==> config.mk <==
export PLATFORM = sky130hd
export DESIGN_NAME = ngbft_front
export DESIGN_NICKNAME = d
export VERILOG_FILES = /design/src/rtl/ngbft_pkg.sv /design/src/rtl/ngbft_front.sv
export SDC_FILE = /design/constraint.sdc
export NUM_CORES = 1
export LEC_CHECK = 0
export BUFFER_PORTS_ARGS = -buffer_cell sky130_fd_sc_hd__buf_2
export CAP_MARGIN = 40
export CORE_MARGIN = 2
export CORE_UTILIZATION = 50
export DETAILED_ROUTE_END_ITERATION = 8
export MAX_ROUTING_LAYER = met4
export PLACE_DENSITY = 0.67
export SYNTH_ARGS = -nofsm -noshare
export SYNTH_HDL_FRONTEND = slang
export SYNTH_SLANG_ARGS = --single-unit
==> constraint.sdc <==
create_clock -name clk -period 3.85 [get_ports clk]
set_input_delay 0.5775 -clock clk [delete_from_list [all_inputs] [get_ports clk]]
set_output_delay 0.5775 -clock clk [all_outputs]
set_load 0.005 [all_outputs]
==> src/rtl/ngbft_pkg.sv <==
// shared constants and types for the n-gram block frequency table
package ngbft_pkg;

  localparam int DEF_MAX_BLOCK   = 8;
  localparam int DEF_TABLE_DEPTH = 64;
  localparam int DEF_SYMBOL_BITS = 8;
  localparam int DEF_COUNT_BITS  = 16;

  localparam int CFG_BITS = 4;
  localparam logic [CFG_BITS-1:0] BLEN_RESET = CFG_BITS'(1);

  typedef struct packed {
    logic valid;
    logic formed;
    logic fin;
    logic found;
    logic is_new;
  } req_ctl_t;

endpackage

==> src/rtl/ngbft_front.sv <==
// symbol window, block length register and block assembly stage
module ngbft_front #(
  parameter int MAX_BLOCK   = 8,
  parameter int SYMBOL_BITS = 8
) (
  input  logic                                  clk,
  input  logic                                  rst,
  input  logic                                  adv,
  input  logic                                  sym_accept,
  input  logic [SYMBOL_BITS-1:0]                symbol,
  input  logic                                  final_req,
  input  logic                                  cfg_write,
  input  logic [ngbft_pkg::CFG_BITS-1:0]        cfg_data,
  output ngbft_pkg::req_ctl_t                   out_ctl,
  output logic [MAX_BLOCK-1:0][SYMBOL_BITS-1:0] out_blk
);
  import ngbft_pkg::*;

  localparam int FILL_BITS = $clog2(MAX_BLOCK + 1);
  localparam int CW        = (FILL_BITS > CFG_BITS + 1) ? FILL_BITS : CFG_BITS + 1;
  localparam int WIN_IW    = (MAX_BLOCK > 1) ? $clog2(MAX_BLOCK) : 1;

  logic [CFG_BITS-1:0]                   blen;
  logic [MAX_BLOCK-1:0][SYMBOL_BITS-1:0] win;
  logic [MAX_BLOCK-1:0][SYMBOL_BITS-1:0] win_next;
  logic [FILL_BITS-1:0]                  fill;
  logic [FILL_BITS-1:0]                  fill_next;
  logic [CW-1:0]                         len;
  logic [MAX_BLOCK-1:0][SYMBOL_BITS-1:0] blk;
  logic [CW-1:0]                         sel;

  always_comb begin
    win_next[0] = symbol;
    for (int i = 1; i < MAX_BLOCK; i++) begin
      win_next[i] = win[i-1];
    end
    fill_next = (fill == FILL_BITS'(MAX_BLOCK)) ? fill : fill + FILL_BITS'(1);
    if (blen == '0) begin
      len = CW'(1);
    end else if (CW'(blen) > CW'(MAX_BLOCK)) begin
      len = CW'(MAX_BLOCK);
    end else begin
      len = CW'(blen);
    end
  end

  always_comb begin
    blk = '0;
    sel = '0;
    for (int j = 0; j < MAX_BLOCK; j++) begin
      sel = len - CW'(1) - CW'(j);
      if (CW'(j) < len) begin
        blk[j] = win_next[sel[WIN_IW-1:0]];
      end
    end
  end

  always_ff @(posedge clk) begin
    if (rst) begin
      blen    <= BLEN_RESET;
      win     <= '0;
      fill    <= '0;
      out_ctl <= '0;
    end else begin
      if (cfg_write) begin
        blen <= cfg_data;
      end
      if (sym_accept) begin
        if (final_req) begin
          win  <= '0;
          fill <= '0;
        end else begin
          win  <= win_next;
          fill <= fill_next;
        end
      end
      if (adv) begin
        out_ctl.valid  <= sym_accept;
        out_ctl.formed <= CW'(fill_next) >= len;
        out_ctl.fin    <= final_req;
        out_ctl.found  <= 1'b0;
        out_ctl.is_new <= 1'b0;
      end
    end
  end

  always_ff @(posedge clk) begin
    if (adv) begin
      out_blk <= blk;
    end
  end

endmodule

Word-level counts from Yosys, hierarchy flattened
Index checks and enable logic that the tools add are counted.
Storage, ports and cells
  register bits: 131
  output and inout bits: 69
Operators by class
  muxes and demuxes: 21
  equality and inequality tests: 1
  reduce and logical (&&, ||, !) cells: 1
  order comparisons: 18
  $add $sub $neg: 9
Operators with widths (number)
  $bmux W8 S3: 8
  $mux W8: 8
  $mux W56: 1
  $lt A3 B4 Y1 const B: 8
  $lt A3 B4 Y1 const A: 4
  $mux W4: 4
  $sub A3 B3 Y3 const B: 4
  $lt A1 B4 Y1 const A: 2
  $lt A2 B4 Y1 const A: 2
  $sub A3 B1 Y3 const B: 2
  $sub A3 B2 Y3 const B: 2
  $add A4 B1 Y4 const B: 1
  $eq A4 B4 Y1 const B: 1
  $ge A4 B4 Y1: 1
  $gt A4 B4 Y1 const B: 1
  $logic_not A4 Y1: 1

Depth between registers and ports, before layout
  depth in word-level cells: 7
  gate-level depth with buffers: 12
  gate-level depth less buffers: 10

Worst setup path after synthesis
OpenSTA, ideal clock, no wires.
  path type: reg2reg
  start point: reg blen[2]
  end point: reg out_blk[48] (netlist name), data pin
  setup time: 0.133 ns
  setup slack: 1.035 ns
  required time: 3.717 ns
  cell stages (with the launch flop): 12
  arrival time: 2.682 ns
  path buffers: 5
  cells stage by stage: dfxtp_1 -> buf_4 -> o21bai_1 -> and2_1 -> buf_6 -> buf_6 -> buf_2 -> ha_1 -> buf_2 -> xor2_1 -> mux2i_1 -> a22o_1
On the way
  longest elaborated chain between the ends: 7
RTL lines
  from (decl): line ngbft_front.sv:23  | logic [CFG_BITS-1:0] blen;
  from (signal assigned): line ngbft_front.sv:66  | blen <= cfg_data;
  $gt A4 B4 Y1: line ngbft_front.sv:40  | end else if (CW'(blen) > CW'(MAX_BLOCK)) begin
  $mux W4: line ngbft_front.sv:40
  $mux W4 (*): line ngbft_front.sv:38  | if (blen == '0) begin
  $sub A3 B1 Y3: line ngbft_front.sv:51  | sel = len - CW'(1) - CW'(j);
  $sub A3 B3 Y3: line ngbft_front.sv:51
  $bmux W8 S3: line ngbft_front.sv:53  | blk[j] = win_next[sel[WIN_IW-1:0]];
  $mux W8 (implied by the code): line ngbft_front.sv:53
  to (signal assigned): line ngbft_front.sv:89  | out_blk <= blk;
  to (decl): line ngbft_front.sv:15  | output logic [MAX_BLOCK-1:0][SYMBOL_BITS-1:0] out_blk
Every way passes the cells marked *; elsewhere a longest branch is shown, timed or not. The select of a mux whose other input is x is not followed.
A chain may end at the register's enable or synchronous reset.

Worst setup path after layout
  start point: reg blen[2]
  end point: reg out_blk[49] (netlist name), data pin
The elaborated chain is that of the path after synthesis.

==> summary.json <==
{
  "layout-drive-gt1-share": {"value": 23.2, "unit": "%"},
  "unrepaired_setup_endpoints_after_global_routing": {"value": "no"},
  "sequential_element_share_of_the_synthesized_area": {"value": 46.4, "unit": "%"},
  "drc": {"value": 0},
  "netlist_instances": {"value": 649},
  "worstReg2RegEnd": {"value": "out_blk[49]"},
  "period_share": {"value": 79.2, "unit": "%"},
  "max_cap_violations": {"value": 0},
  "layout.core_utilization": {"value": 58.5, "unit": "%"},
  "worstPathCellList": {"value": "o21bai_1 -> and2_2 -> inv_2 -> ha_1 -> buf_4 -> xor2_1 -> mux2i_1 -> a22o_1"},
  "die_w": {"value": 123, "unit": "um"},
  "tritonroute_pass_1_iters": {"value": 5},
  "synth.cells.most_frequent": {"value": "a21oi_1 (77), dfxtp_1 (67), nor2_1 (66)"},
  "synthesis_stage_register_bit_count": {"value": 131},
  "p_total": {"value": 3.44, "unit": "mW"},
  "setup.reg_to_reg.worst_slack": {"value": 0.80, "unit": "ns"},
  "power_density": {"value": 426, "unit": "mW/mm2"},
  "clk_path_buf_depth": {"value": 2},
  "post-route-cell-area": {"value": 0.00809, "unit": "mm2"},
  "initial_utilization": {"value": 50.8, "unit": "%"},
  "filler_cell_count": {"value": 1162},
  "worstHoldPathType": {"value": "in -> reg"},
  "postSynth.asyncResetShare": {"value": 0, "unit": "%"},
  "die_height": {"value": 123, "unit": "um"},
  "fin_crit": {"value": 3.05, "unit": "ns"},
  "final_hold_viol_count": {"value": 0},
  "totalWireLength": {"value": 18100, "unit": "um"},
  "cp-startpoint": {"value": "blen[2]"},
  "synth.distinct_cells": {"value": 34},
  "clk_transition_reported_paths": {"value": 0.06, "unit": "ns"},
  "worst_slew_margin_rel": {"value": 36.8, "unit": "%"},
  "detailedPlacementHpwl": {"value": 12700, "unit": "um"},
  "critical_path_class": {"value": "reg -> reg"},
  "clkLatencyLatePin": {"value": 0.43, "unit": "ns"},
  "cpPeakStageDelay": {"value": 0.66, "unit": "ns"},
  "synth_largest_area_cell": {"value": "edfxtp_1"},
  "power_leakage": {"value": 3.10, "unit": "nW"},
  "worst_r2r_startpoint": {"value": "blen[2]"},
  "grt_pass1_wl": {"value": 28300, "unit": "um"},
  "status": {"value": "complete, no violations"},
  "critical-path-slowest-cell": {"value": "mux2i_1"},
  "rows": {"value": 43},
  "postCtsResizedCells": {"value": 0},
  "final_antenna_net_count": {"value": 0},
  "synth_edf_count": {"value": 64},
  "tritoncts_clock_tree": {"value": "yes"},
  "dominantRegCellSynth": {"value": "dfxtp_1"},
  "place_congestion": {"value": 0.929},
  "grt_overflow": {"value": 0},
  "average_wire_per_standard_cell": {"value": 19.8, "unit": "um"},
  "irDropWorstVdd": {"value": 0.000319, "unit": "V"},
  "worst_clock_skew": {"value": 0.00691, "unit": "ns"},
  "drv_slew": {"value": 0},
  "worst_setup_path_endpoint": {"value": "out_blk[49]"},
  "flow.area_growth_from_synthesis": {"value": 15.1, "unit": "%"},
  "grt_antenna_before_repair": {"value": 0},
  "worstPathRequired": {"value": 4.14, "unit": "ns"},
  "clock-sinks": {"value": 131},
  "core_area": {"value": 0.0138, "unit": "mm2"},
  "buffer_ports.inserted": {"value": 84},
  "design.die.area": {"value": 0.0150, "unit": "mm2"},
  "r2r_cells": {"value": 8},
  "dp.cells": {"value": 880},
  "timing.fmax": {"value": 0.328, "unit": "GHz"},
  "startpoint_type": {"value": "flip-flop"},
  "finalNetCount": {"value": 746},
  "clockRootBuffer": {"value": "clkbuf_16"},
  "worst_pin_slew": {"value": 0.948, "unit": "ns"},
  "instances_no_fill": {"value": 912},
  "critical_path_arrival": {"value": 3.33, "unit": "ns"},
  "grt_start_max_net_pins": {"value": 68},
  "cts-hold-fix-buffers": {"value": 0},
  "num_vias": {"value": 5397},
  "yosysWarnings": {"value": 0},
  "post_synth.cell_area_avg": {"value": 10.8, "unit": "um2"},
  "fin_setup_tns": {"value": 0, "unit": "ns"},
  "htree_num_levels": {"value": 4},
  "cp_max_fo": {"value": 14},
  "globalRouteTotalUtil": {"value": 26.3, "unit": "%"},
  "type_of_element_capturing_the_critical_path": {"value": "flip-flop"},
  "post_synthesis_cell_area": {"value": 0.00703, "unit": "mm2"},
  "count_of_final_setup_violators": {"value": 0},
  "antenna-diode-count": {"value": 0},
  "number_of_placed_i_o_pins": {"value": 87},
  "synthDominantCellAreaShare": {"value": 27.4, "unit": "%"},
  "biggest_area_contributors_in_the_synthesized_netlist": {"value": "edfxtp_1 (27%), dfxtp_1 (19%), mux4_2 (13%), mux2i_1 (9.0%), a21oi_1 (5.5%)"},
  "post_drt_via_cell_ratio": {"value": 5.92},
  "most_common_cell_in_the_synthesized_netlist": {"value": "a21oi_1"},
  "postCtsSetupBuffers": {"value": 0},
  "cts_made_buffers": {"value": 17},
  "first_global_vias": {"value": 5125},
  "postPlaceCellArea": {"value": 0.00757, "unit": "mm2"},
  "drt_iter0_drc": {"value": 482}
}
registers in the layout, summed over array words and instances (netlist names):
name and cells:
blen 4, out_blk 64, fill 4, out_ctl 3
win 56
logic make-up (layout without fill, tap and decap cells):
kind of cell    Yosys count  count (layout)  synth area share [%]
compound gates          135             135                  11.2
xor+xnor                  6               6                 0.748
fa+ha+maj                 9               9                  1.60
buf+inv                  56             138                  3.90
flops                   131             131                  46.4
mux                     103             103                  21.8
other cells               1               2                0.0534
simple gates            208             208                  14.3
layout make-up:
class	count	area, um2	share of cell area, %
Clock buffer	26	489	6.05
Clock inverter	6	30.0	0.371
Inverter	8	30.0	0.371
Multi-Input combinational cell	463	3500	43.3
Sequential cell	131	3260	40.3
Tap cell	180	225	2.78
Timing Repair Buffer	98	548	6.78
placed cells by master (no fill, tap or decap), drive strengths merged, types with 2 or more instances in the layout:
cell type and count:
clkbuf 26, buf 98, clkinv 6, xnor2 5
mux2i 63, ha 9, nor2 66, a2bb2oi 2
dfxtp 67, a21oi 77, nand3b 7, nand2b 7
nand3 11, conb 2, nor2b 53, o21ai 27
and2 10, a21o 2, a22o 24, inv 8
mux4 40, nand2 52, edfxtp 64
routing by layer:
metal  vias up  part of all wire (%)  global-route usage [%]
met2       227                    48                    40.5
met4         0                   4.8                    14.8
met1      2630                    40                    31.6
li1       2495                     -                       -
met5         -                     0                       -
met3        45                   7.0                    6.64
power breakdown:
part	switching (mW)	total, mW	internal, mW	leakage [nW]
clock network	0.566	1.43	0.865	0.262
registers	0.0222	1.54	1.52	1.20
logic	0.292	0.472	0.180	1.64
total	0.880	3.44	2.56	3.10
how the worst min path moves through the flow:
stage	start	to	slack [ns]	cells past startpoint
6_report	cfg_data[0]	blen[0]	0.38	2
5_1_grt	cfg_data[0]	blen[0]	0.39	2
3_5_place_dp	out_ctl[3]	out_ctl[3]	0.48	2
3_3_place_gp	out_ctl[2]	out_ctl[2]	0.47	2
2_1_floorplan	win[55]	win[55]	0.47	2
4_1_cts	cfg_data[0]	blen[0]	0.38	2
critical path: cells and delay by family (launching register included):
family,cells,cell delay [ns]
muxes,1,0.66
buffers and inverters,2,0.48
xor gates and xnor gates,1,0.48
DFF,1,0.46
AOI/OAI and AO/OA,2,0.35
adders and majority gates,1,0.25
and+or+nand+nor,1,0.22
stage by stage:
step	worst slack (ns)	hold WS, ns
after CTS	0.818	0.382
after floorplan	1.04	0.465
after global placement	1.01	0.468
after global routing	0.525	0.392
final	0.802	0.378
after detailed placement	0.857	0.480
(Power assumes the default switching activity.)
