===== src/rtl/ngbft_pkg.sv =====
// shared constants and types for the n-gram block frequency table
package ngbft_pkg;

  localparam int DEF_MAX_BLOCK   = 8;
  localparam int DEF_TABLE_DEPTH = 64;
  localparam int DEF_SYMBOL_BITS = 8;
  localparam int DEF_COUNT_BITS  = 16;

  localparam int CFG_BITS = 4;
  localparam logic [CFG_BITS-1:0] BLEN_RESET = CFG_BITS'(1);

  typedef struct packed {
    logic valid;
    logic formed;
    logic fin;
    logic found;
    logic is_new;
  } req_ctl_t;

endpackage


===== src/rtl/ngbft_cell.sv =====
// one table entry with its compare, update and request stage
module ngbft_cell #(
  parameter int MAX_BLOCK   = 8,
  parameter int SYMBOL_BITS = 8,
  parameter int COUNT_BITS  = 16,
  parameter int IDX_BITS    = 6,
  parameter int USED_BITS   = 7,
  parameter int CELL_INDEX  = 0
) (
  input  logic                                  clk,
  input  logic                                  rst,
  input  logic                                  adv,
  input  ngbft_pkg::req_ctl_t                   in_ctl,
  input  logic [MAX_BLOCK-1:0][SYMBOL_BITS-1:0] in_blk,
  input  logic [IDX_BITS-1:0]                   in_idx,
  input  logic [COUNT_BITS-1:0]                 in_cnt,
  input  logic [USED_BITS-1:0]                  in_used,
  output ngbft_pkg::req_ctl_t                   out_ctl,
  output logic [MAX_BLOCK-1:0][SYMBOL_BITS-1:0] out_blk,
  output logic [IDX_BITS-1:0]                   out_idx,
  output logic [COUNT_BITS-1:0]                 out_cnt,
  output logic [USED_BITS-1:0]                  out_used
);
  import ngbft_pkg::*;

  logic                                  held;
  logic [MAX_BLOCK-1:0][SYMBOL_BITS-1:0] store;
  logic [COUNT_BITS-1:0]                 count;
  logic [COUNT_BITS-1:0]                 count_inc;
  logic                                  lookup;
  logic                                  hit;
  logic                                  claim;
  req_ctl_t                              ctl_next;

  always_comb begin
    lookup    = in_ctl.valid && in_ctl.formed && !in_ctl.found;
    hit       = lookup && held && (store == in_blk);
    claim     = lookup && !held;
    count_inc = (count == '1) ? count : count + COUNT_BITS'(1);
    ctl_next        = in_ctl;
    ctl_next.found  = in_ctl.found || hit || claim;
    ctl_next.is_new = in_ctl.is_new || claim;
  end

  // entry state
  always_ff @(posedge clk) begin
    if (rst) begin
      held <= 1'b0;
    end else if (adv && in_ctl.valid) begin
      if (in_ctl.fin) begin
        held <= 1'b0;
      end else if (claim) begin
        held <= 1'b1;
      end
    end
  end

  always_ff @(posedge clk) begin
    if (adv) begin
      if (claim) begin
        store <= in_blk;
        count <= COUNT_BITS'(1);
      end else if (hit) begin
        count <= count_inc;
      end
    end
  end

  // request moves on to the next cell
  always_ff @(posedge clk) begin
    if (rst) begin
      out_ctl <= '0;
    end else if (adv) begin
      out_ctl <= ctl_next;
    end
  end

  always_ff @(posedge clk) begin
    if (adv) begin
      out_blk <= in_blk;
      if (hit || claim) begin
        out_idx <= IDX_BITS'(CELL_INDEX);
      end else begin
        out_idx <= in_idx;
      end
      if (hit) begin
        out_cnt <= count_inc;
      end else if (claim) begin
        out_cnt <= COUNT_BITS'(1);
      end else begin
        out_cnt <= in_cnt;
      end
      if (held || claim) begin
        out_used <= in_used + USED_BITS'(1);
      end else begin
        out_used <= in_used;
      end
    end
  end

endmodule


===== config.mk =====
export PLATFORM = sky130hd
export DESIGN_NAME = ngbft_cell
export DESIGN_NICKNAME = d
export VERILOG_FILES = /design/src/rtl/ngbft_pkg.sv /design/src/rtl/ngbft_cell.sv
export SDC_FILE = /design/constraint.sdc
export NUM_CORES = 1
export LEC_CHECK = 0
export BUFFER_PORTS_ARGS = -buffer_cell sky130_fd_sc_hd__buf_2
export CAP_MARGIN = 40
export CORE_UTILIZATION = 50
export CTS_CLUSTER_DIAMETER = 40
export DETAILED_ROUTE_END_ITERATION = 16
export PLACE_DENSITY = 0.78
export SLEW_MARGIN = 20
export SYNTH_ARGS = -nofsm -noshare
export SYNTH_HDL_FRONTEND = slang
export SYNTH_SLANG_ARGS = --single-unit

===== constraint.sdc =====
create_clock -name clk -period 9.8 [get_ports clk]
set_input_delay 1.96 -clock clk [delete_from_list [all_inputs] [get_ports clk]]
set_output_delay 1.96 -clock clk [all_outputs]
set_load 0.02 [all_outputs]

# Word level (Yosys, flattened, before mapping)
# Cells that the tools add are included.
word_totals:
  regBits: 179
  input_bits: 101
op_classes:
  n_reduce_logical: 18
  n_addsub: 2
  n_eq_ne: 2
  n_mux: 7
ops:
  columns: ["op", "count"]
  rows:
  - ["equality test 64 bit", 1]
  - ["2-to-1 mux 16 bit", 4]
  - ["adder 16 x 1 -> 16 bit (second input constant)", 1]
  - ["equality test 16 bit (second input constant)", 1]
  - ["adder 7 x 1 -> 7 bit (second input constant)", 1]
  - ["2-to-1 mux 7 bit", 1]
  - ["logical AND 1 bit", 6]
  - ["AND reduction 2 bit", 3]
  - ["logical OR 1 bit", 5]
  - ["nonzero test 2 bit", 2]
  - ["zero test 1 bit", 2]
  - ["2-to-1 mux 1 bit", 2]

# Logic depth before layout (Yosys ltp)
# Gate-level depths: netlist (run 1).
logic_depth:
  ltp_word: 6
  mapped_depth: 8

# Worst setup path before layout (run 1)
# OpenSTA, ideal clock, no wires.
synth_path:
  kind: "input to register"
  start: "input port in_ctl[1] in the netlist's numbering"
  end: "register store[0] in the netlist's numbering (enable)"
  setup_ps: 429
  n_path_buf: 0
  t_required_ps: 9371
  stages: 3
  t_arrival_ps: 4020
  setup_slack_ps: 5352
  path_cell_list: "nand3b_1 -> nor2_1 -> and2_1"
synth_between:
  elab_chain_cells: 4
synth_rtl:
  columns: ["item", "line", "rtl"]
  rows:
  - ["from (decl)", "ngbft_cell.sv:13", "input ngbft_pkg::req_ctl_t in_ctl,"]
  - ["zero test 1 bit", "ngbft_cell.sv:36", "lookup = in_ctl.valid && in_ctl.formed && !in_ctl.found;"]
  - ["logical AND 1 bit", "ngbft_cell.sv:36", null]
  - ["logical AND 1 bit", "ngbft_cell.sv:38", "claim = lookup && !held;"]
  - ["AND reduction 2 bit (no line)", null, null]
  - ["to (signal assigned)", "ngbft_cell.sv:61", "store <= in_blk;"]
  - ["to (decl)", "ngbft_cell.sv:27", "logic [MAX_BLOCK-1:0][SYMBOL_BITS-1:0] store;"]
# Every way passes these cells.
# A chain may end at the register's enable or synchronous reset.

# Worst setup path in the final report (run 1)
layout_path:
  start: "input port in_blk[22] in the netlist's numbering"
  end: "register count[5] (enable)"
layout_between:
  elab_chain_cells: 4
layout_rtl:
  columns: ["item", "line", "rtl"]
  rows:
  - ["from (decl)", "ngbft_cell.sv:14", "input logic [MAX_BLOCK-1:0][SYMBOL_BITS-1:0] in_blk,"]
  - ["equality test 64 bit", "ngbft_cell.sv:37", "hit = lookup && held && (store == in_blk);"]
  - ["logical AND 1 bit", "ngbft_cell.sv:37", null]
  - ["nonzero test 2 bit (no line)", null, null]
  - ["AND reduction 2 bit (no line)", null, null]
  - ["to (signal assigned)", "ngbft_cell.sv:64", "count <= count_inc;"]
  - ["to (decl)", "ngbft_cell.sv:28", "logic [COUNT_BITS-1:0] count;"]
# Every way passes these cells.

==> results.sh, run 1 <==
export IMPL_outcome="complete, no violations"
export IMPL_clk_pin_slew_worst_paths_ns=0.06
export IMPL_fmax_ghz=0.2332
export IMPL_cts_htree_levels=4
export IMPL_finalHoldViolations=0
export IMPL_setup_ws_ns=5.513
export IMPL_cts_tree="built"
export IMPL_grt_overflow=0
export IMPL_worst_setup_path_end_kind="register"
export IMPL_cpPeakStageDelay_ns=0.61
export IMPL_grt_max_degree=65
export IMPL_wirelength_microns=14280
export IMPL_power_mw=1.763
export IMPL_fin_setup_tns_ns=0
export IMPL_die_h_microns=121.1
export IMPL_ys_seq_area_share_pct=74.96
export IMPL_dieArea_sq_um=14660
export IMPL_gp_congestion=0.7952
export IMPL_num_vias=4413
export IMPL_finClkSkew_ns=0.01984
export IMPL_vdd_drop_max_v=0.0001300
export IMPL_post_route_period_util_pct=43.75
export IMPL_grtUsageMet2_pct=34.61
export IMPL_cts_hold_buf=0
export IMPL_layout_commonest_cell="buf_2"
export IMPL_finalSetupViolCount=0
export IMPL_viasPerCell=5.192
export IMPL_grt_pass1_vias=4404
export IMPL_insertion_delay_ns=0.44
export IMPL_ios=199
export IMPL_fp_coreArea_sq_um=13880
export IMPL_clockRootBuffer="clkbuf_16"
export IMPL_grtUsageMet1_pct=24.19
export IMPL_dp_hpwl_microns=10250
export IMPL_rsz0062_at_grt="false"
export IMPL_syn_inst=443
export IMPL_yosys_register_bits=179
export IMPL_syn_avg_cell_area_sq_um=16.01
export IMPL_wl_per_cell_microns=16.80
export IMPL_p_leak_nw=3.491
export IMPL_ant_nets=0
export IMPL_worstHoldPathType="reg2reg"
export IMPL_grt_pass1_wl_microns=22070
export IMPL_antenna_found_initial=0
export IMPL_worst_ep_arrival_time_ns=4.34
export IMPL_area_growth_pct=26.33
export IMPL_drv_slew=0
export IMPL_nNetsFinal=760
export IMPL_cts_repair_resized=0
export IMPL_synth_edff_count=173
export IMPL_cts_made_buffers=17
export IMPL_dpl_worst_slack_ns=5.016
export IMPL_grt_busiest_layer="met2"
export IMPL_drcViolationCount=0
export IMPL_fp_row_count=43
export IMPL_grt_usage_pct=20.34
export IMPL_drtIter0Drc=320
export IMPL_crit_path_max_fanout=24
export IMPL_required_ns=9.85
export IMPL_io_buffer_count=198
export IMPL_post_cts_buffers=0
export IMPL_cp_top_family="compound AO/OA/AOI/OAI gates"
export IMPL_cap_violations=0
export IMPL_startpoint_type="primary input"
export IMPL_die_x_microns=121.1
export IMPL_dr_pass1_iters=4
export IMPL_cp_slowest_cell="o21a_1"
export IMPL_num_antenna_cells=0
export IMPL_start_util_pct=51.08
export IMPL_layout_drive_gt1_share_pct=35.97
export IMPL_async_flop_share_pct=0
export IMPL_ys_warnings_count=0
export IMPL_ctsLongestPathBuffers=2
export IMPL_ys_flop_type="edfxtp_1"
export IMPL_tightest_slew_ns=0.7025
export IMPL_power_density_nw_per_um2=196.8
export IMPL_path_buf_inv=2
export IMPL_max_slew_margin_rel_pct=53.17
export IMPL_final_cell_mix="197 x buf_2, 173 x edfxtp_1, 34 x xor2_1"
export IMPL_grtUsageMet3_pct=5.310
export IMPL_netlist_area_sq_um=7091
export IMPL_crit_chain="buf_2, nor2b_1, a2111o_1, nor4_1, nand4_1, nor4_4, buf_4, o21a_1"
export IMPL_cts_sinks=179
export IMPL_min_period_ns=4.287
export IMPL_ys_types=38
export IMPL_path_class="in2reg"
export IMPL_syn_nets=546
==> where the power goes <==
part	total, mW	switching, mW	internal (mW)
registers	0.894	0.0112	0.883
clock network	0.715	0.286	0.429
logic	0.154	0.0994	0.0545
total	1.76	0.397	1.37
==> final timing paths <==
kind | startpoint | endpoint | slack (ns) | depth (start not counted)
hold / removal | out_ctl[3] | out_ctl[3] | 0.50 | 2
setup / recovery | in_blk[22] | count[5] | 5.51 | 8
hold reg to reg | out_ctl[3] | out_ctl[3] | 0.50 | 2
setup reg to reg | store[5] | count[5] | 6.77 | 7
==> cell type report <==
| class | instances | area (sq um) |
|---|---|---|
| timing repair buffer | 203 | 1055 |
| multi-input combinational | 241 | 1678 |
| inverter | 15 | 56.30 |
| clock inverter | 15 | 202.7 |
| tap | 180 | 225.2 |
| sequential | 179 | 5315 |
| fill | 1032 | 4923 |
| clock buffer | 17 | 425.4 |
==> synthesized netlist by cell type, types with 6 or more instances <==
cell	number	area, sq um
clkbuf_1	6	22.52
dfxtp_1	6	120.1
edfxtp_1	173	5195
inv_1	15	56.30
mux2i_1	21	210.2
nand2_1	25	93.84
nand2b_1	13	81.33
nand3_1	11	55.05
nand4_1	11	68.82
nor2_1	32	120.1
nor2b_1	11	68.82
nor3b_1	7	52.55
nor4_1	9	56.30
xnor2_1	25	219.0
xor2_1	34	297.8
==> sequential cells by signal, summed over array words and instances (netlist names) <==
register	count
out_blk	64
store	64
count	16
out_cnt	16
out_used	7
out_idx	6
out_ctl	5
held	1
==> stage by stage <==
step / utilization, % / instances / hold slack [ns] / instance area, sq um
floorplan: - / 443 / 0.5340 / 7091
global placement: 59.73 / 816 / 0.4756 / 8290
detailed placement: 59.81 / 817 / 0.4913 / 8302
CTS: 64.33 / 849 / 0.5063 / 8930
global route: 64.53 / 850 / 0.5462 / 8957
finish: 64.53 / 850 / 0.4982 / 8957
==> cells by family after synthesis <==
kind of cell / Yosys count / share of synthesized area, %
compound gates: 22 / 2.488
xor+xnor: 59 / 7.288
fa+ha+maj: 2 / 0.3529
buf+inv: 23 / 1.429
flops: 179 / 74.96
mux: 22 / 3.123
simple gates: 136 / 10.36
==> worst reg2reg max path: cells and delay by family, from the launching register on <==
kind	cells	cell delay [ns]
buf+inv	1	0.35
simple gates	4	0.95
flops	1	0.40
compound gates	2	0.95
==> per-layer routing <==
| layer | vias to the layer above | wire length (microns) |
|---|---|---|
| met5 | - | 0 |
| met4 | 0 | 153 |
| met3 | 15 | 803 |
| met2 | 151 | 7595 |
| met1 | 2159 | 5730 |
| li1 | 2088 | - |
Note: power is estimated with default switching activity, not from simulation.
==> run 2, diff against run 1 <==
Settings changed: ABC_AREA set to 1, CORE_UTILIZATION 50 to 48, PLACE_DENSITY 0.78 to 0.77.
Clock period 9.8 ns to 3.8 ns, I/O delays scaled along.
==> results.sh, run 2 <==
export IMPL_outcome="finished with violations"
export IMPL_violations="design-rule violations"
export IMPL_cts_sinks=179
export IMPL_clk_pin_slew_worst_paths_ns=0.06
export IMPL_finalSetupViolCount=0
export IMPL_ios=199
export IMPL_ys_seq_area_share_pct=65.72
export IMPL_nNetsFinal=1114
export IMPL_insertion_delay_ns=0.43
export IMPL_grt_max_degree=55
export IMPL_multiInputGateArea_sq_um=2253
export IMPL_synth_common_cells="201 x nand2_1, 173 x edfxtp_1, 129 x inv_1"
export IMPL_layout_drive_gt1_share_pct=25.20
export IMPL_n_fill_cell=1401
export IMPL_top_regs="out_blk (64), store (64)"
export IMPL_viasPerCell=4.740
export IMPL_syn_inst=791
export IMPL_crit_path_max_fanout=9
export IMPL_ctsLongestPathBuffers=2
export IMPL_min_period_ns=2.372
export IMPL_power_density_nw_per_um2=442.1
export IMPL_synth_area_top_cells="edfxtp_1 64%, nand2_1 9.3%, inv_1 6.0%, nor2_1 5.7%, nand3_1 2.2%"
export IMPL_ys_warnings_count=0
export IMPL_antenna_found_initial=0
export IMPL_num_vias=5896
export IMPL_yosysMostFrequentCell="nand2_1"
export IMPL_grt_pass1_vias=5564
export IMPL_cp_top_family="simple AND/OR/NAND/NOR gates"
export IMPL_cp_slowest_cell="a21oi_2"
export IMPL_syn_nets=894
export IMPL_fp_coreArea_sq_um=16520
export IMPL_cts_tree="built"
export IMPL_drcViolationCount=1
export IMPL_dr_pass1_iters=10
export IMPL_post_route_period_util_pct=62.43
export IMPL_max_slew_margin_rel_pct=54.76
export IMPL_start_util_pct=48.94
export IMPL_finClkSkew_ns=0.01558
export IMPL_min_path_cells=2
export IMPL_io_buffer_count=198
export IMPL_fp_row_count=47
export IMPL_clockRootBuffer="clkbuf_16"
export IMPL_drv_slew=0
export IMPL_netlist_area_leader_share_pct=64.23
export IMPL_required_ns=3.94
export IMPL_cts_hold_buf=0
export IMPL_syn_avg_cell_area_sq_um=10.22
export IMPL_cts_htree_levels=4
export IMPL_netlist_area_sq_um=8088
export IMPL_finalHoldViolations=0
export IMPL_yosysTopAreaCell="edfxtp_1"
export IMPL_cts_made_buffers=17
export IMPL_path_buf_inv=2
export IMPL_fmax_ghz=0.4216
export IMPL_synth_edff_count=173
export IMPL_switching_share_pct=23.22
export IMPL_p_comb_share_pct=9.9
export IMPL_power_mw=4.395
export IMPL_worst_setup_path_end_kind="register"
export IMPL_crit_chain="buf_2, xnor2_2, nand3_1, nor2_1, nand2_1, nor2_2, nand3_4, a21oi_2, buf_4"
export IMPL_dp_hpwl_microns=11980
export IMPL_vdd_drop_max_v=0.0003680
export IMPL_cap_violations=0
export IMPL_fin_setup_tns_ns=0
export IMPL_wl_per_cell_microns=13.09
export IMPL_ys_flop_type="edfxtp_1"
export IMPL_worstHoldPathType="reg2reg"
export IMPL_grt_overflow=0
export IMPL_grt_pass1_wl_microns=26200
export IMPL_async_flop_share_pct=0
export IMPL_drtIter0Drc=311
export IMPL_ant_nets=0
export IMPL_cpPeakStageDelay_ns=0.38
export IMPL_path_class="in2reg"
export IMPL_path_depth=9
export IMPL_internal_power_mw=3.375
export IMPL_grt_usage_pct=19.46
export IMPL_pwr_share_clk_pct=37.8
export IMPL_seq_area_sq_um=5315
export IMPL_ys_types=35
export IMPL_layout_commonest_cell="nand2_1"
export IMPL_rsz0062_at_grt="false"
export IMPL_post_cts_buffers=0
export IMPL_die_x_microns=131.8
export IMPL_dieArea_sq_um=17370
export IMPL_num_antenna_cells=0
export IMPL_area_growth_pct=22.91
export IMPL_worst_ep_arrival_time_ns=2.51
export IMPL_cts_repair_resized=0
export IMPL_wirelength_microns=16290
export IMPL_ff2ff_path_depth=8
export IMPL_startpoint_type="primary input"
export IMPL_tightest_slew_ns=0.6785
export IMPL_die_h_microns=131.8
export IMPL_yosys_register_bits=179
export IMPL_seq_power_share_pct=52.3
export IMPL_final_cell_mix="201 x nand2_1, 197 x buf_2, 173 x edfxtp_1"
export IMPL_p_sw_mw=1.020
export IMPL_gp_congestion=0.8434
export IMPL_p_leak_nw=4.579
run 2: cell types whose count changed in the layout (fill, tap and decap cells not counted), moves of 7 or more:
cell      previous run  this run
o21ai_1              0         9
xnor2_1             25        10
nand3_1             11        36
nand4_1             11        28
nand2b_1            13         0
nor2b_1             11         0
inv_1               15       129
nor2_1              31       122
nand2_1             25       201
mux2i_1             21         1
nor3b_1              7         0
nor4_1               9         0
xor2_1              34        12
run 2: stage by stage:
stage          cells  hold slack [ns]  worst slack [ns]  area [sq um]  utilization [%]
6_report        1244           0.4667             1.428          9941            60.16
5_1_grt         1244           0.4864             1.203          9941            60.16
4_1_cts         1244           0.4668             1.434          9941            60.16
3_5_place_dp    1212           0.4582            0.9942          9389            56.82
3_3_place_gp    1212           0.4446             1.102          9389            56.82
2_1_floorplan    791           0.4766            0.1861          8090                -
run 2: path summary, 6_finish.rpt:
check             startpoint          to  slack, ns
hold / removal    out_ctl[4]  out_ctl[4]       0.47
hold reg to reg   out_ctl[4]  out_ctl[4]       0.47
setup reg to reg   store[28]   count[13]       1.49
setup / recovery  in_blk[28]   count[13]       1.43
run 2: logic make-up (layout without fill, tap and decap cells):
family | Yosys count | count (layout) | synth area share [%]
and+or+nand+nor | 425 | 425 | 22.90
muxes | 2 | 2 | 0.2630
adders and majority gates | 2 | 2 | 0.3094
DFF | 179 | 179 | 65.72
xor gates and xnor gates | 23 | 23 | 2.584
AOI/OAI and AO/OA | 24 | 24 | 1.717
buffers and inverters | 136 | 369 | 6.513
run 2: power groups by stage:
stage | logic [mW] | clock network, mW | registers (mW)
3_5_place_dp | 0.439 | 0 | 2.34
6_report | 0.435 | 1.66 | 2.30
2_1_floorplan | 0.126 | 0 | 2.45
4_1_cts | 0.440 | 1.70 | 2.30
3_3_place_gp | 0.428 | 0 | 2.34
5_1_grt | 0.477 | 1.78 | 2.30
run 2: worst reg2reg max path, delay by kind of cell (launching register included):
family | cells | cell delay [ns]
compound gates | 1 | 0.38
simple gates | 5 | 0.79
buf+inv | 1 | 0.27
flops | 1 | 0.41
xor+xnor | 1 | 0.17
run 2: per-layer routing:
layer / vias to the layer above / global-route usage, % / wire length [microns]
li1: 3024 / - / -
met3: 20 / 5.190 / 904
met4: 0 / 7.687 / 297
met5: - / 0 / 0
met2: 163 / 32.10 / 7974
met1: 2689 / 24.49 / 7112
run 2: final cells by class:
type / count / area share [%]
Inverter: 131 / 4.947
Timing Repair Buffer: 206 / 10.60
Clock inverter: 12 / 1.158
Clock buffer: 20 / 4.393
Multi-Input combinational cell: 476 / 22.67
Sequential cell: 179 / 53.47
Tap cell: 220 / 2.769
==> run 3, diff against run 2 <==
Clock period 3.8 ns to 2.1 ns, I/O delays scaled along.
==> results.sh, run 3 (synthesis gave the netlist of run 2 again) <==
export IMPL_cp_slowest_cell="edfxtp_1"
export IMPL_path_buf_inv=1
export IMPL_io_buffer_count=198
export IMPL_fin_setup_tns_ns=0
export IMPL_min_period_ns=1.922
export IMPL_finalSetupViolCount=0
export IMPL_gp_congestion=0.8455
export IMPL_clk_pin_slew_worst_paths_ns=0.06
export IMPL_finClkSkew_ns=0.01171
export IMPL_area_growth_pct=24.66
export IMPL_drtIter0Drc=466
export IMPL_cp_top_family="simple AND/OR/NAND/NOR gates"
export IMPL_die_h_microns=131.8
export IMPL_dp_hpwl_microns=12090
export IMPL_fp_coreArea_sq_um=16520
export IMPL_startpoint_type="register"
export IMPL_cts_htree_levels=4
export IMPL_crit_chain="xnor2_1, nand2_1, nor2_1, nand3_1, nor2_4, nand3_4, a21oi_4, buf_12"
export IMPL_multiInputGateArea_sq_um=2290
export IMPL_ios=199
export IMPL_viasPerCell=4.732
export IMPL_n_fill_cell=1332
export IMPL_cpPeakStageDelay_ns=0.38
export IMPL_path_class="reg2reg"
export IMPL_grt_max_degree=100
export IMPL_power_mw=7.834
export IMPL_wirelength_microns=16710
export IMPL_clockRootBuffer="clkbuf_16"
export IMPL_cts_made_buffers=17
export IMPL_fmax_ghz=0.5203
export IMPL_cts_sinks=179
export IMPL_cts_hold_buf=0
export IMPL_fin_hold_ws_ns=0.1998
export IMPL_vdd_drop_max_v=0.0005294
export IMPL_finalCoreUtilization_pct=61.01
export IMPL_grt_usage_pct=19.76
export IMPL_post_route_period_util_pct=91.52
export IMPL_grt_overflow=0
export IMPL_nNetsFinal=1124
export IMPL_insertion_delay_ns=0.42
export IMPL_ant_nets=0
export IMPL_drv_slew=0
export IMPL_wl_per_cell_microns=13.33
export IMPL_crit_path_max_fanout=16
export IMPL_grt_pass1_vias=5663
export IMPL_dpl_worst_slack_ns=-0.007567
export IMPL_p_leak_nw=4.636
export IMPL_cts_tree="built"
export IMPL_rsz0062_at_grt="false"
export IMPL_start_util_pct=48.94
export IMPL_num_vias=5934
export IMPL_cap_violations=0
export IMPL_dieArea_sq_um=17370
export IMPL_final_cell_mix="200 x nand2_1, 197 x buf_2, 173 x edfxtp_1"
export IMPL_setup_ws_ns=0.1781
export IMPL_worstHoldPathType="in2reg"
export IMPL_layout_commonest_cell="nand2_1"
export IMPL_power_density_nw_per_um2=777.0
export IMPL_finalHoldViolations=0
export IMPL_ctsLongestPathBuffers=2
export IMPL_worst_ep_arrival_time_ns=2.05
export IMPL_worst_setup_path_end_kind="register"
export IMPL_dr_pass1_iters=5
export IMPL_tightest_slew_ns=0.5200
export IMPL_top_regs="out_blk (64), store (64)"
export IMPL_die_x_microns=131.8
export IMPL_max_slew_margin_rel_pct=65.34
export IMPL_drcViolationCount=0
export IMPL_antenna_found_initial=0
export IMPL_grt_pass1_wl_microns=26710
export IMPL_outcome="complete, no violations"
export IMPL_fp_row_count=47
export IMPL_required_ns=2.23
export IMPL_layout_drive_gt1_share_pct=26.52
export IMPL_seq_area_sq_um=5315
-- run 3: worst paths after layout --
kind / from / to / slack [ns] / cells past startpoint
max: store[60] / count[7] / 0.18 / 8
min: rst / out_ctl[4] / 0.20 / 2
max reg2reg: store[60] / count[7] / 0.18 / 8
min reg2reg: out_ctl[4] / out_ctl[4] / 0.47 / 2
-- run 3: power by group --
part	internal [mW]	switching [mW]
Combinational	0.282	0.530
Clock	1.60	1.27
Sequential	4.11	0.0464
Total	5.99	1.84
-- run 3: layout make-up --
class	instances	area share, %
repair buffers	216	11.69
flip-flops and latches	179	52.72
multi-input cells	476	22.71
well taps	220	2.730
clock buffers	18	4.257
clock inverters	13	0.9432
diodes	1	0.02482
inverters	131	4.927
-- run 3: what timing repair did --
action,in CTS,in global routing
endpoints found under the setup margin,0,17
endpoints found under the hold margin,0,0
resized for setup,0,1
setup buffers,0,1
-- run 3: stage by stage --
stage                     cell area, sq um  cells
after floorplan                       8139    791
after global placement                9540   1221
after detailed placement              9540   1221
after CTS                            10060   1252
after global routing                 10080   1253
final                                10080   1254
-- run 3: metal layers --
layer	part of all wire, %	routed length (microns)	track usage, %	vias up
met4	2.0	329	8.463	0
met5	0	0	0	-
li1	-	-	-	3055
met3	4.2	703	4.498	23
met2	49	8215	33.10	159
met1	45	7462	24.66	2697
